[config.mk]
export PLATFORM = sky130hd
export DESIGN_NAME = info_frame_byte_stuffer_flat
export DESIGN_NICKNAME = d
export VERILOG_FILES = /design/src/rtl/ifbs_pkg.sv /design/src/rtl/ifbs_in_if.sv /design/src/rtl/ifbs_out_if.sv /design/src/rtl/ifbs_front.sv /design/src/rtl/ifbs_queue.sv /design/src/rtl/ifbs_back.sv /design/src/rtl/info_frame_byte_stuffer.sv /design/src/flat_wrapper.sv
export SDC_FILE = /design/constraint.sdc
export NUM_CORES = 1
export LEC_CHECK = 0
export BUFFER_PORTS_ARGS = -buffer_cell sky130_fd_sc_hd__clkbuf_2
export CAP_MARGIN = 10
export CORE_MARGIN = 5
export CORE_UTILIZATION = 40
export CTS_CLUSTER_SIZE = 10
export DETAILED_ROUTE_END_ITERATION = 7
export PLACE_DENSITY_LB_ADDON = 0.15
export SLEW_MARGIN = 10
export SYNTH_ARGS = -nofsm -noshare
export SYNTH_HDL_FRONTEND = slang
export SYNTH_SLANG_ARGS = --single-unit
[constraint.sdc]
create_clock -name clk -period 3.65 [get_ports clk]
set_input_delay 0.365 -clock clk [delete_from_list [all_inputs] [get_ports clk]]
set_output_delay 0.365 -clock clk [all_outputs]
set_load 0.02 [all_outputs]
[src/rtl/ifbs_pkg.sv]
// Shared types and constants for the info frame byte stuffer.
`timescale 1ns / 1ps
package ifbs_pkg;

  localparam int unsigned SEQ_SHIFT = 6;

  // Configuration register indexes
  localparam logic [1:0] REG_FLAG    = 2'd0;
  localparam logic [1:0] REG_ESCAPE  = 2'd1;
  localparam logic [1:0] REG_MASK    = 2'd2;
  localparam logic [1:0] REG_ADDRESS = 2'd3;

  // Reset values of the configuration registers
  localparam logic [7:0] FLAG_RST    = 8'd126;
  localparam logic [7:0] ESCAPE_RST  = 8'd125;
  localparam logic [7:0] MASK_RST    = 8'd32;
  localparam logic [7:0] ADDRESS_RST = 8'd3;

  typedef struct packed {
    logic [7:0] flag;
    logic [7:0] escape;
    logic [7:0] mask;
    logic [7:0] address;
  } cfg_t;

  // One classified payload byte, as handed from the front to the back end
  typedef struct packed {
    logic       hdr;        // first byte of a frame: header goes out first
    logic       last;       // close the frame after this byte
    logic [7:0] ctrl;       // control byte of the header
    logic [7:0] data;       // raw payload byte
    logic [7:0] check;      // check byte, valid when last
    logic       data_esc;   // payload byte needs an escape pair
    logic       check_esc;  // check byte needs an escape pair
  } job_t;

endpackage

[src/rtl/ifbs_in_if.sv]
// Input channel: payload bytes with valid/ready handshake.
`timescale 1ns / 1ps
interface ifbs_in_if;
  logic       valid;
  logic       ready;
  logic [7:0] payload_byte;
  logic       sequence_bit;
  logic       last_payload;

  modport source (output valid, output payload_byte, output sequence_bit,
                  output last_payload, input ready);
  modport sink (input valid, input payload_byte, input sequence_bit,
                input last_payload, output ready);
endinterface

[src/rtl/ifbs_out_if.sv]
// Output channel: framed, stuffed bytes with valid/ready handshake.
`timescale 1ns / 1ps
interface ifbs_out_if;
  logic       valid;
  logic       ready;
  logic [7:0] out_byte;
  logic       end_of_run;
  logic       end_of_frame;

  modport source (output valid, output out_byte, output end_of_run,
                  output end_of_frame, input ready);
  modport sink (input valid, input out_byte, input end_of_run,
                input end_of_frame, output ready);
endinterface

[src/rtl/ifbs_front.sv]
// Front end: accepts payload bytes, tracks frame state and running check.
`timescale 1ns / 1ps
module ifbs_front (
  input  logic          clk,
  input  logic          rst,
  ifbs_in_if.sink       in_stream,
  input  ifbs_pkg::cfg_t cfg,
  input  logic          queue_full,
  output logic          push,
  output ifbs_pkg::job_t job
);

  logic       frame_open;
  logic [7:0] running_check;
  logic [7:0] check_next;

  assign in_stream.ready = !queue_full;
  assign push            = in_stream.valid && !queue_full;

  // new frame restarts the check from this byte
  assign check_next = frame_open ? (running_check ^ in_stream.payload_byte)
                                 : in_stream.payload_byte;

  always_comb begin
    job.hdr       = !frame_open;
    job.last      = in_stream.last_payload;
    job.ctrl      = 8'(in_stream.sequence_bit) << ifbs_pkg::SEQ_SHIFT;
    job.data      = in_stream.payload_byte;
    job.check     = check_next;
    job.data_esc  = (in_stream.payload_byte == cfg.flag) ||
                    (in_stream.payload_byte == cfg.escape);
    job.check_esc = (check_next == cfg.flag) || (check_next == cfg.escape);
  end

  always_ff @(posedge clk) begin
    if (rst) begin
      frame_open    <= 1'b0;
      running_check <= 8'd0;
    end else if (push) begin
      frame_open    <= !in_stream.last_payload;
      running_check <= in_stream.last_payload ? 8'd0 : check_next;
    end
  end

endmodule

[src/rtl/ifbs_queue.sv]
// Small FIFO of classified jobs between front and back end.
`timescale 1ns / 1ps
module ifbs_queue #(
  parameter int unsigned DEPTH = 2
) (
  input  logic           clk,
  input  logic           rst,
  input  logic           push,
  input  ifbs_pkg::job_t push_job,
  input  logic           pop,
  output ifbs_pkg::job_t head,
  output logic           empty,
  output logic           full
);

  localparam int unsigned PTR_W = (DEPTH > 1) ? $clog2(DEPTH) : 1;
  localparam int unsigned CNT_W = $clog2(DEPTH + 1);

  ifbs_pkg::job_t    mem [DEPTH];
  logic [PTR_W-1:0]  wr_ptr;
  logic [PTR_W-1:0]  rd_ptr;
  logic [CNT_W-1:0]  count;
  logic              do_push;
  logic              do_pop;

  assign empty   = (count == '0);
  assign full    = (count == CNT_W'(DEPTH));
  assign head    = mem[rd_ptr];
  assign do_push = push && !full;
  assign do_pop  = pop && !empty;

  always_ff @(posedge clk) begin
    if (do_push) begin
      mem[wr_ptr] <= push_job;
    end
  end

  always_ff @(posedge clk) begin
    if (rst) begin
      wr_ptr <= '0;
      rd_ptr <= '0;
      count  <= '0;
    end else begin
      if (do_push) begin
        wr_ptr <= (wr_ptr == PTR_W'(DEPTH - 1)) ? '0 : wr_ptr + PTR_W'(1);
      end
      if (do_pop) begin
        rd_ptr <= (rd_ptr == PTR_W'(DEPTH - 1)) ? '0 : rd_ptr + PTR_W'(1);
      end
      if (do_push && !do_pop) begin
        count <= count + CNT_W'(1);
      end else if (do_pop && !do_push) begin
        count <= count - CNT_W'(1);
      end
    end
  end

endmodule

[src/rtl/ifbs_back.sv]
// Back end: walks each job byte by byte into a registered output stage.
`timescale 1ns / 1ps
module ifbs_back (
  input  logic           clk,
  input  logic           rst,
  input  ifbs_pkg::cfg_t cfg,
  input  ifbs_pkg::job_t head,
  input  logic           empty,
  output logic           pop,
  ifbs_out_if.source     out_stream
);

  typedef enum logic [3:0] {
    S_START, S_FLAG, S_ADDR, S_CTRL, S_BCC,
    S_DATA, S_DATA2, S_CHK, S_CHK2, S_CLOSE
  } step_t;

  step_t      step;
  step_t      cur;
  step_t      step_next;
  logic       advance;
  logic       done;
  logic       eof;
  logic [7:0] byte_out;
  logic       out_valid;
  logic [7:0] out_byte;
  logic       out_eor;
  logic       out_eof;

  assign out_stream.valid        = out_valid;
  assign out_stream.out_byte     = out_byte;
  assign out_stream.end_of_run   = out_eor;
  assign out_stream.end_of_frame = out_eof;

  // one byte per cycle while the queue holds a job and the output stage is free or draining
  assign advance = !empty && (!out_valid || out_stream.ready);
  assign pop     = advance && done;

  always_comb begin
    cur       = (step == S_START) ? (head.hdr ? S_FLAG : S_DATA) : step;
    byte_out  = head.data;
    step_next = S_START;
    done      = 1'b0;
    eof       = 1'b0;
    case (cur)
      S_FLAG: begin
        byte_out  = cfg.flag;
        step_next = S_ADDR;
      end
      S_ADDR: begin
        byte_out  = cfg.address;
        step_next = S_CTRL;
      end
      S_CTRL: begin
        byte_out  = head.ctrl;
        step_next = S_BCC;
      end
      S_BCC: begin
        byte_out  = cfg.address ^ head.ctrl;
        step_next = S_DATA;
      end
      S_DATA: begin
        if (head.data_esc) begin
          byte_out  = cfg.escape;
          step_next = S_DATA2;
        end else begin
          byte_out  = head.data;
          step_next = head.last ? S_CHK : S_START;
          done      = !head.last;
        end
      end
      S_DATA2: begin
        byte_out  = head.data ^ cfg.mask;
        step_next = head.last ? S_CHK : S_START;
        done      = !head.last;
      end
      S_CHK: begin
        if (head.check_esc) begin
          byte_out  = cfg.escape;
          step_next = S_CHK2;
        end else begin
          byte_out  = head.check;
          step_next = S_CLOSE;
        end
      end
      S_CHK2: begin
        byte_out  = head.check ^ cfg.mask;
        step_next = S_CLOSE;
      end
      S_CLOSE: begin
        byte_out  = cfg.flag;
        step_next = S_START;
        done      = 1'b1;
        eof       = 1'b1;
      end
      default: begin
        byte_out  = head.data;
        step_next = S_START;
      end
    endcase
  end

  always_ff @(posedge clk) begin
    if (rst) begin
      step      <= S_START;
      out_valid <= 1'b0;
    end else begin
      if (advance) begin
        step      <= step_next;
        out_valid <= 1'b1;
        out_byte  <= byte_out;
        out_eor   <= done;
        out_eof   <= eof;
      end else if (out_stream.ready) begin
        out_valid <= 1'b0;
      end
    end
  end

endmodule

[src/rtl/info_frame_byte_stuffer.sv]
// Top level of the info frame byte stuffer: config registers and datapath.
`timescale 1ns / 1ps
// Builds HDLC-like information frames from a stream of payload bytes.
// in_stream carries payload_byte, sequence_bit and last_payload; a transaction
// takes place on a rising edge with valid and ready both high. out_stream
// carries out_byte, end_of_run and end_of_frame under the same handshake.
// The first byte of a packet brings a four-byte header (flag, address,
// control, header check); each payload byte goes out stuffed (one or two
// bytes); the last byte adds the stuffed check byte and a closing flag.
// One input transaction thus yields 1 to 9 output bytes.
// The front end takes one input per cycle into a job queue (QUEUE_DEPTH
// entries) while the queue has room. The back end emits one output byte
// per cycle from the queue head into an output register while the queue
// holds a job and the output register is free or draining, so throughput is
// set by the output byte count. An input byte passes through a queue entry
// and then the output register before it appears on out_stream.
// When the receiver stalls, the output register holds its byte, the back end
// stops, the queue fills and in_stream.ready drops.
// Synchronous reset empties the queue and output stage, closes any open frame
// and restores the configuration registers. Config writes (cfg_we, cfg_index,
// cfg_data) take effect the next cycle and are meant for an idle block.
module info_frame_byte_stuffer #(
  parameter int unsigned QUEUE_DEPTH = 2
) (
  input  logic        clk,
  input  logic        rst,
  ifbs_in_if.sink     in_stream,
  ifbs_out_if.source  out_stream,
  input  logic        cfg_we,
  input  logic [1:0]  cfg_index,
  input  logic [7:0]  cfg_data
);

  ifbs_pkg::cfg_t cfg;
  ifbs_pkg::job_t front_job;
  ifbs_pkg::job_t head_job;
  logic           push;
  logic           pop;
  logic           q_empty;
  logic           q_full;

  // configuration registers
  always_ff @(posedge clk) begin
    if (rst) begin
      cfg.flag    <= ifbs_pkg::FLAG_RST;
      cfg.escape  <= ifbs_pkg::ESCAPE_RST;
      cfg.mask    <= ifbs_pkg::MASK_RST;
      cfg.address <= ifbs_pkg::ADDRESS_RST;
    end else if (cfg_we) begin
      case (cfg_index)
        ifbs_pkg::REG_FLAG:    cfg.flag    <= cfg_data;
        ifbs_pkg::REG_ESCAPE:  cfg.escape  <= cfg_data;
        ifbs_pkg::REG_MASK:    cfg.mask    <= cfg_data;
        ifbs_pkg::REG_ADDRESS: cfg.address <= cfg_data;
        default: begin
        end
      endcase
    end
  end

  // frame tracking and stuff classification
  ifbs_front u_front (
    .clk        (clk),
    .rst        (rst),
    .in_stream  (in_stream),
    .cfg        (cfg),
    .queue_full (q_full),
    .push       (push),
    .job        (front_job)
  );

  ifbs_queue #(
    .DEPTH (QUEUE_DEPTH)
  ) u_queue (
    .clk      (clk),
    .rst      (rst),
    .push     (push),
    .push_job (front_job),
    .pop      (pop),
    .head     (head_job),
    .empty    (q_empty),
    .full     (q_full)
  );

  // byte sequencer and output register
  ifbs_back u_back (
    .clk        (clk),
    .rst        (rst),
    .cfg        (cfg),
    .head       (head_job),
    .empty      (q_empty),
    .pop        (pop),
    .out_stream (out_stream)
  );

endmodule

[src/flat_wrapper.sv]
// flat-port wrapper written by rule: the top's interface ports become plain ports
module info_frame_byte_stuffer_flat 
#(
  parameter int unsigned QUEUE_DEPTH = 2
)
  (clk, rst, cfg_we, cfg_index, cfg_data, in_stream_valid, in_stream_payload_byte, in_stream_sequence_bit, in_stream_last_payload, in_stream_ready, out_stream_valid, out_stream_out_byte, out_stream_end_of_run, out_stream_end_of_frame, out_stream_ready);
  ifbs_in_if in_stream_i ();
  ifbs_out_if out_stream_i ();
  input  logic clk;
  input  logic rst;
  input  logic cfg_we;
  input  logic [1:0] cfg_index;
  input  logic [7:0] cfg_data;
  input wire logic [$bits(in_stream_i.valid)-1:0] in_stream_valid;
  input wire logic [$bits(in_stream_i.payload_byte)-1:0] in_stream_payload_byte;
  input wire logic [$bits(in_stream_i.sequence_bit)-1:0] in_stream_sequence_bit;
  input wire logic [$bits(in_stream_i.last_payload)-1:0] in_stream_last_payload;
  output wire logic [$bits(in_stream_i.ready)-1:0] in_stream_ready;
  output wire logic [$bits(out_stream_i.valid)-1:0] out_stream_valid;
  output wire logic [$bits(out_stream_i.out_byte)-1:0] out_stream_out_byte;
  output wire logic [$bits(out_stream_i.end_of_run)-1:0] out_stream_end_of_run;
  output wire logic [$bits(out_stream_i.end_of_frame)-1:0] out_stream_end_of_frame;
  input wire logic [$bits(out_stream_i.ready)-1:0] out_stream_ready;
  assign in_stream_i.valid = in_stream_valid;
  assign in_stream_i.payload_byte = in_stream_payload_byte;
  assign in_stream_i.sequence_bit = in_stream_sequence_bit;
  assign in_stream_i.last_payload = in_stream_last_payload;
  assign in_stream_ready = in_stream_i.ready;
  assign out_stream_valid = out_stream_i.valid;
  assign out_stream_out_byte = out_stream_i.out_byte;
  assign out_stream_end_of_run = out_stream_i.end_of_run;
  assign out_stream_end_of_frame = out_stream_i.end_of_frame;
  assign out_stream_i.ready = out_stream_ready;
  info_frame_byte_stuffer #(.QUEUE_DEPTH(QUEUE_DEPTH)) u_core (.clk(clk), .rst(rst), .in_stream(in_stream_i), .out_stream(out_stream_i), .cfg_we(cfg_we), .cfg_index(cfg_index), .cfg_data(cfg_data));
endmodule
Yosys cells after proc, flatten, opt, wreduce, memory -nomap -nowiden --
Memory sizes are Yosys's and may differ from the RTL's. A register that Yosys moved wholly into a read port is not among the register bits. Index checks and enable logic that the tools add are counted.
Storage, ports and cells: register bits after elaboration 60, latch bits 0, bits in writable memories 42, memory bits (read-only) 0, input port bits 25, output and inout port bits 12, logic and storage cells 94, memories kept 1
Memory list:
- u_core.u_queue.mem | words 2, width 21, read ports 1, clocked after memory_dff 1, wr ports 1, RTL line ifbs_queue.sv:19 | ifbs_pkg::job_t mem [DEPTH];
Operators by class: add/sub/neg operators 4, multipliers 0, div/mod/pow operators 0, $lt $le $gt $ge 0, equality and inequality tests 17, shifts and indexed selects 0, muxes and demuxes 24, bitwise gates (word level) 5, reductions and logical operators 29
Operators with widths (number):
- $pmux 8 s8 | 1
- $eq 8x8->1 | 4
- $mux 8 | 4
- $pmux 4 s8 | 1
- $xor 8x8->8 | 4
- $eq 4x3->1 const B | 4
- $mux 1 | 11
- $reduce_and 2->1 | 5
- $mux 3 | 3
- $eq 4x2->1 const B | 2
- $eq 4x4->1 const B | 2
- $logic_not 1->1 | 8
- $logic_and 1x1->1 | 7
- $eq 2x2->1 const B | 3
- $eq 4x1->1 const B | 1
- $logic_not 2->1 | 2
- $logic_not 4->1 | 1
- $mux 2 | 2
- $mux 4 | 1
- $reduce_bool 2->1 | 2
- $logic_or 1x1->1 | 3
- $pmux 1 s3 | 1
- $add 1x1->1 const B | 2
- $add 2x1->2 const B | 1
- other kinds (4) | 4

Logic depth before layout (Yosys ltp) --
depth after elaboration 9, mapped depth 9

Modules after synthesis --
From an unflattened synthesis, not the netlist that was laid out.
Unflattened totals: cells, all modules 582, area total of the unflattened synthesis 6428.7 um^2
Modules (own cells, without submodules):
- ifbs_queue | times used 1, cells each 112, area an instance 2234.6 um^2
- ifbs_back | times used 1, cells each 212, area an instance 1866.8 um^2
- info_frame_byte_stuffer | times used 1, cells each 126, area an instance 1287.5 um^2
- ifbs_front | times used 1, cells each 132, area an instance 1039.7 um^2

Least setup slack after synthesis --
No wires, ideal clock.
kind flip-flop to flip-flop, start reg (tool-made name), end reg u_core.u_queue.count[1], setup time 70 ps, arrival 2273 ps, required time 3580 ps, setup slack 1307 ps, cell stages (with the launch flop) 9, clock period less this slack 2343 ps, path through dfxtp_1 mux2i_1 a32oi_2 o22a_1 o21ai_0 nand2b_1 ha_1 or3_1 a21oi_1
RTL lines:
- end signal: assignment | RTL line ifbs_queue.sv:51 | count <= count + CNT_W'(1);
- end signal: assignment | RTL line ifbs_queue.sv:53 | count <= count - CNT_W'(1);
- end: declaration | RTL line ifbs_queue.sv:22 | logic [CNT_W-1:0] count;

Worst setup path in the final report --
start reg u_core.u_back.step[1], end reg u_core.u_queue.count[1]
On the way: cells in the longest elaborated chain, start to end 9, elaborated cells between the ends (all ways) 13, classes of those cells 3 x eq/ne; 3 x mux; 7 x reduce/logical
RTL lines:
- start: declaration | RTL line ifbs_back.sv:18 | step_t step;
- start signal: assignment | RTL line ifbs_back.sv:109 | step <= step_next;
- $logic_not 4->1 | RTL line ifbs_back.sv:40 | cur = (step == S_START) ? (head.hdr ? S_FLAG : S_DATA) : step;
- $mux 4 * | RTL line ifbs_back.sv:40
- $eq 4x4->1 / $eq 4x3->1 (equally long branches) | RTL line ifbs_back.sv:45 | case (cur)
- $pmux 1 s3 * | RTL line ifbs_back.sv:45
- named net u_core.u_back.done | RTL line ifbs_back.sv:22 | logic done;
- $logic_and 1x1->1 * | RTL line ifbs_back.sv:37 | assign pop = advance && done;
- $logic_and 1x1->1 * | RTL line ifbs_queue.sv:30 | assign do_pop = pop && !empty;
- $logic_not 1->1 | RTL line ifbs_queue.sv:50 | if (do_push && !do_pop) begin
- $logic_and 1x1->1 | RTL line ifbs_queue.sv:50
- $mux 2 / $reduce_bool 2->1 (equally long branches)
Mark *: on every way through the listed nets, which the timed path passes. The rest lies on a longest branch. A chain may end at the register's enable or synchronous reset.

==> run metrics <==
status complete, no violations; Synth Net Count 538; endpoints failing setup 0; syn_area_per_cell 10.2 um^2; NetSw 1310 uW; post-cts resize count 0; Lkg Pwr 0.00214 uW; hold endpoint u_core.u_queue.mem[1][18]$_DFFE_PP_; reg2reg end u_core.u_queue.count[1]$_SDFFE_PP0P_; Hold Path Class input port to register; via count around 4,000; skew final 0.00610 ns; sw frac 0.347; critical path startpoint category register; hold buffers post-CTS 0; P&R area growth vs syn 12.8%; reg2reg setup slack 0.71 ns; maximum VDD drop 0.000309 V; Placed Cells ~700; # Post-CTS Setup Buffers 0; Hold Crit Depth 1; layout cells sized above 1 0.133; Finished Cell Area 5880 um^2; Mapped Area 5220 um^2; NumNets Final 564; WL final 14.1 mm; CTS H-Tree Depth 3; Worst EP arrival 3.21 ns; clock slew at reported path FFs about 0.07 ns; Synth Warn # 0; clock latency on the worst-skew pair between 0.3 and 0.4 ns; IO Pins 37; Worst Setup End Kind register; Slew HR 0.387; total CTS buffers 9; RSZ-0062 raised after global routing false; die width 124 um; count of cell types in the netlist 54; Clock power frac 0.269; Initial Util 0.410; Worst Setup Path Type register to register; Worst-Margin Slew 0.916 ns; CTS tree done; Peak Freq 341 MHz; Avg Vias per Cell 5.58; Power Density 639 nW/um^2; ant diodes 0; root buffer cell clkbuf_16; Fillers between 1,000 and 1,500; largest net degree at the start of global routing 39; max_cap viols 0; Starting DRT DRC Count 332; Routed Antenna Nets 0; post-place instance area 5570 um^2; Seq/Total Area, Yosys 0.495; grt total ovfl 0; CP required 3.93 ns; DRT Pass-1 Iters 8; Die H 124 um; top_reg_cell synth edfxtp_1; asr flop ratio synth 0; port bufs 36; vias in the first global route 3,890; Core Box Area ~13,000 um^2; number of synthesized register bits 103; Gate power share 0.322; post-DR wirelength/cell between 15 and 20 um; drt drc 0; TNS Setup 0 ns; post-DP HPWL 10.4 mm; critical path peak fanout 17; antenna violations before repair 0; R2R depth 8; first-pass GRT wire length 21.8 mm; die area 15,400 um^2; sequential share of power 0.409; Hold Fails Final Rpt 0; Bufs on Longest Clock Path 2; Tcrit/Tclk final 0.805; Hold Startpoint in_stream_sequence_bit; TritonCTS Sinks 103; RePlAce Congestion 0.869; Final Max Slew Viols 0; worst r2r src u_core.u_back.step[1]$_SDFFE_PP0P_; Pwr Total approximately 3800 uW; Synth Instances 512; row count 41; Non-Filler Instances 715; Tot GR Track Use 0.183; number of synthesized flops with an enable pin 52; Int Power roughly 2500 uW; Final Critical Period 2.94 ns
[cells in the mapped netlist (7+ instances only)]
cell,instances,share of area
xnor2_1,30,0.050
o22ai_1,8,0.0096
edfxtp_1,52,0.30
clkbuf_1,20,0.014
nand2_1,78,0.056
a222oi_1,10,0.019
nor2_1,40,0.029
a22oi_1,11,0.016
nand2b_1,8,0.0096
o21ai_0,7,0.0067
xor2_1,14,0.024
mux2i_1,36,0.069
a211oi_1,7,0.010
dfxtp_1,51,0.20
nand3_1,12,0.012
a21oi_1,37,0.035
[per-stage QoR]
step	setup slack, ns	hold slack, ns	util
5_1_grt	0.547	0.203	0.462
3_5_place_dp	0.755	0.469	0.438
3_3_place_gp	0.863	0.467	0.438
2_1_floorplan	1.31	0.437	-
6_report	0.713	0.205	0.462
4_1_cts	0.758	0.195	0.462
[area by class of cell]
| cell class | instances | area [um^2] | area share |
|---|---|---|---|
| multi-input cells | 372 | 2490 | 0.424 |
| flip-flops and latches | 103 | 2580 | 0.439 |
| well taps | 172 | 215 | 0.0366 |
| clock buffers | 10 | 250 | 0.0425 |
| inverters | 6 | 22.5 | 0.00383 |
| repair buffers | 46 | 255 | 0.0434 |
| clock inverters | 6 | 65.1 | 0.0111 |
[layout by cell type (no fill, tap or decap), drive strengths merged, types with 2 or more instances in the layout]
cell,instances
nand2,78
edfxtp,52
dfxtp,51
clkbuf,46
nor2,40
a21oi,37
mux2i,36
xnor2,30
xor2,14
nand3,12
a22oi,11
a222oi,10
buf,10
nand2b,8
o22ai,8
a211oi,7
o21ai,7
inv,7
nor2b,6
o2bb2ai,6
o32ai,6
nor3,5
nand4,5
xor3,5
nor3b,4
or2,4
nor4,3
mux2,3
clkinv,3
or3,2
a21o,2
o311a,2
a221o,2
and3,2
nor4b,2
a221oi,2
[registers in the layout (all words and copies together), names as in the netlist, named ones only]
signal                                 count
u_core.u_queue.count                       2
u_core.u_back.out_stream.end_of_frame      1
u_core.u_back.out_stream.out_byte          8
u_core.u_queue.wr_ptr                      1
u_core.cfg                                32
u_core.u_front.running_check               8
u_core.u_front.frame_open                  1
u_core.u_queue.mem                        42
u_core.u_back.out_stream.end_of_run        1
u_core.u_queue.rd_ptr                      1
u_core.u_back.out_stream.valid             1
u_core.u_back.step                         4
[per-layer routing]
layer	GRT usage	wire length [um]	vias up
li1	-	-	1933
met1	0.242	6400	1925
met2	0.287	6580	107
met3	0.0364	654	26
met4	0.0877	501	0
met5	0	0	-
[power groups by stage]
stage	clock, uW	sequential [uW]	combinational [uW]
after global routing	1090	1560	1310
after global placement	0	1560	1190
after detailed placement	0	1560	1210
final	1010	1540	1210
after floorplan	0	1550	860
after CTS	1040	1540	1210
[worst max-delay path: stages, from the launching register on]
cell and delay (ns):
dfxtp_1 0.47, nor2_1 0.69, a32oi_2 0.23, o22a_1 0.29
o21ai_0 0.24, nand2b_1 0.10, ha_1 0.34, or3_1 0.37
a21oi_1 0.13
[worst max-delay path by stage]
stage / startpoint / to
2_1_floorplan: register / u_core.u_queue.count[1]$_SDFFE_PP0P_
3_3_place_gp: u_core.u_back.step[1]$_SDFFE_PP0P_ / u_core.u_queue.count[1]$_SDFFE_PP0P_
3_5_place_dp: u_core.u_back.step[1]$_SDFFE_PP0P_ / u_core.u_queue.count[1]$_SDFFE_PP0P_
4_1_cts: u_core.u_back.step[1]$_SDFFE_PP0P_ / u_core.u_queue.count[1]$_SDFFE_PP0P_
5_1_grt: u_core.u_back.step[1]$_SDFFE_PP0P_ / u_core.u_queue.count[1]$_SDFFE_PP0P_
6_report: u_core.u_back.step[1]$_SDFFE_PP0P_ / u_core.u_queue.count[1]$_SDFFE_PP0P_
[logic make-up after synthesis]
| family | Yosys count | synth area share |
|---|---|---|
| AND/OR/NAND/NOR | 174 | 0.151 |
| AO/OA/AOI/OAI | 109 | 0.149 |
| buffers and inverters | 37 | 0.0295 |
| multiplexers | 39 | 0.0763 |
| adder cells (fa/ha/maj) | 1 | 0.00240 |
| flip-flops | 103 | 0.495 |
| XOR/XNOR | 49 | 0.0966 |
Power figures use the tool's default switching activity.
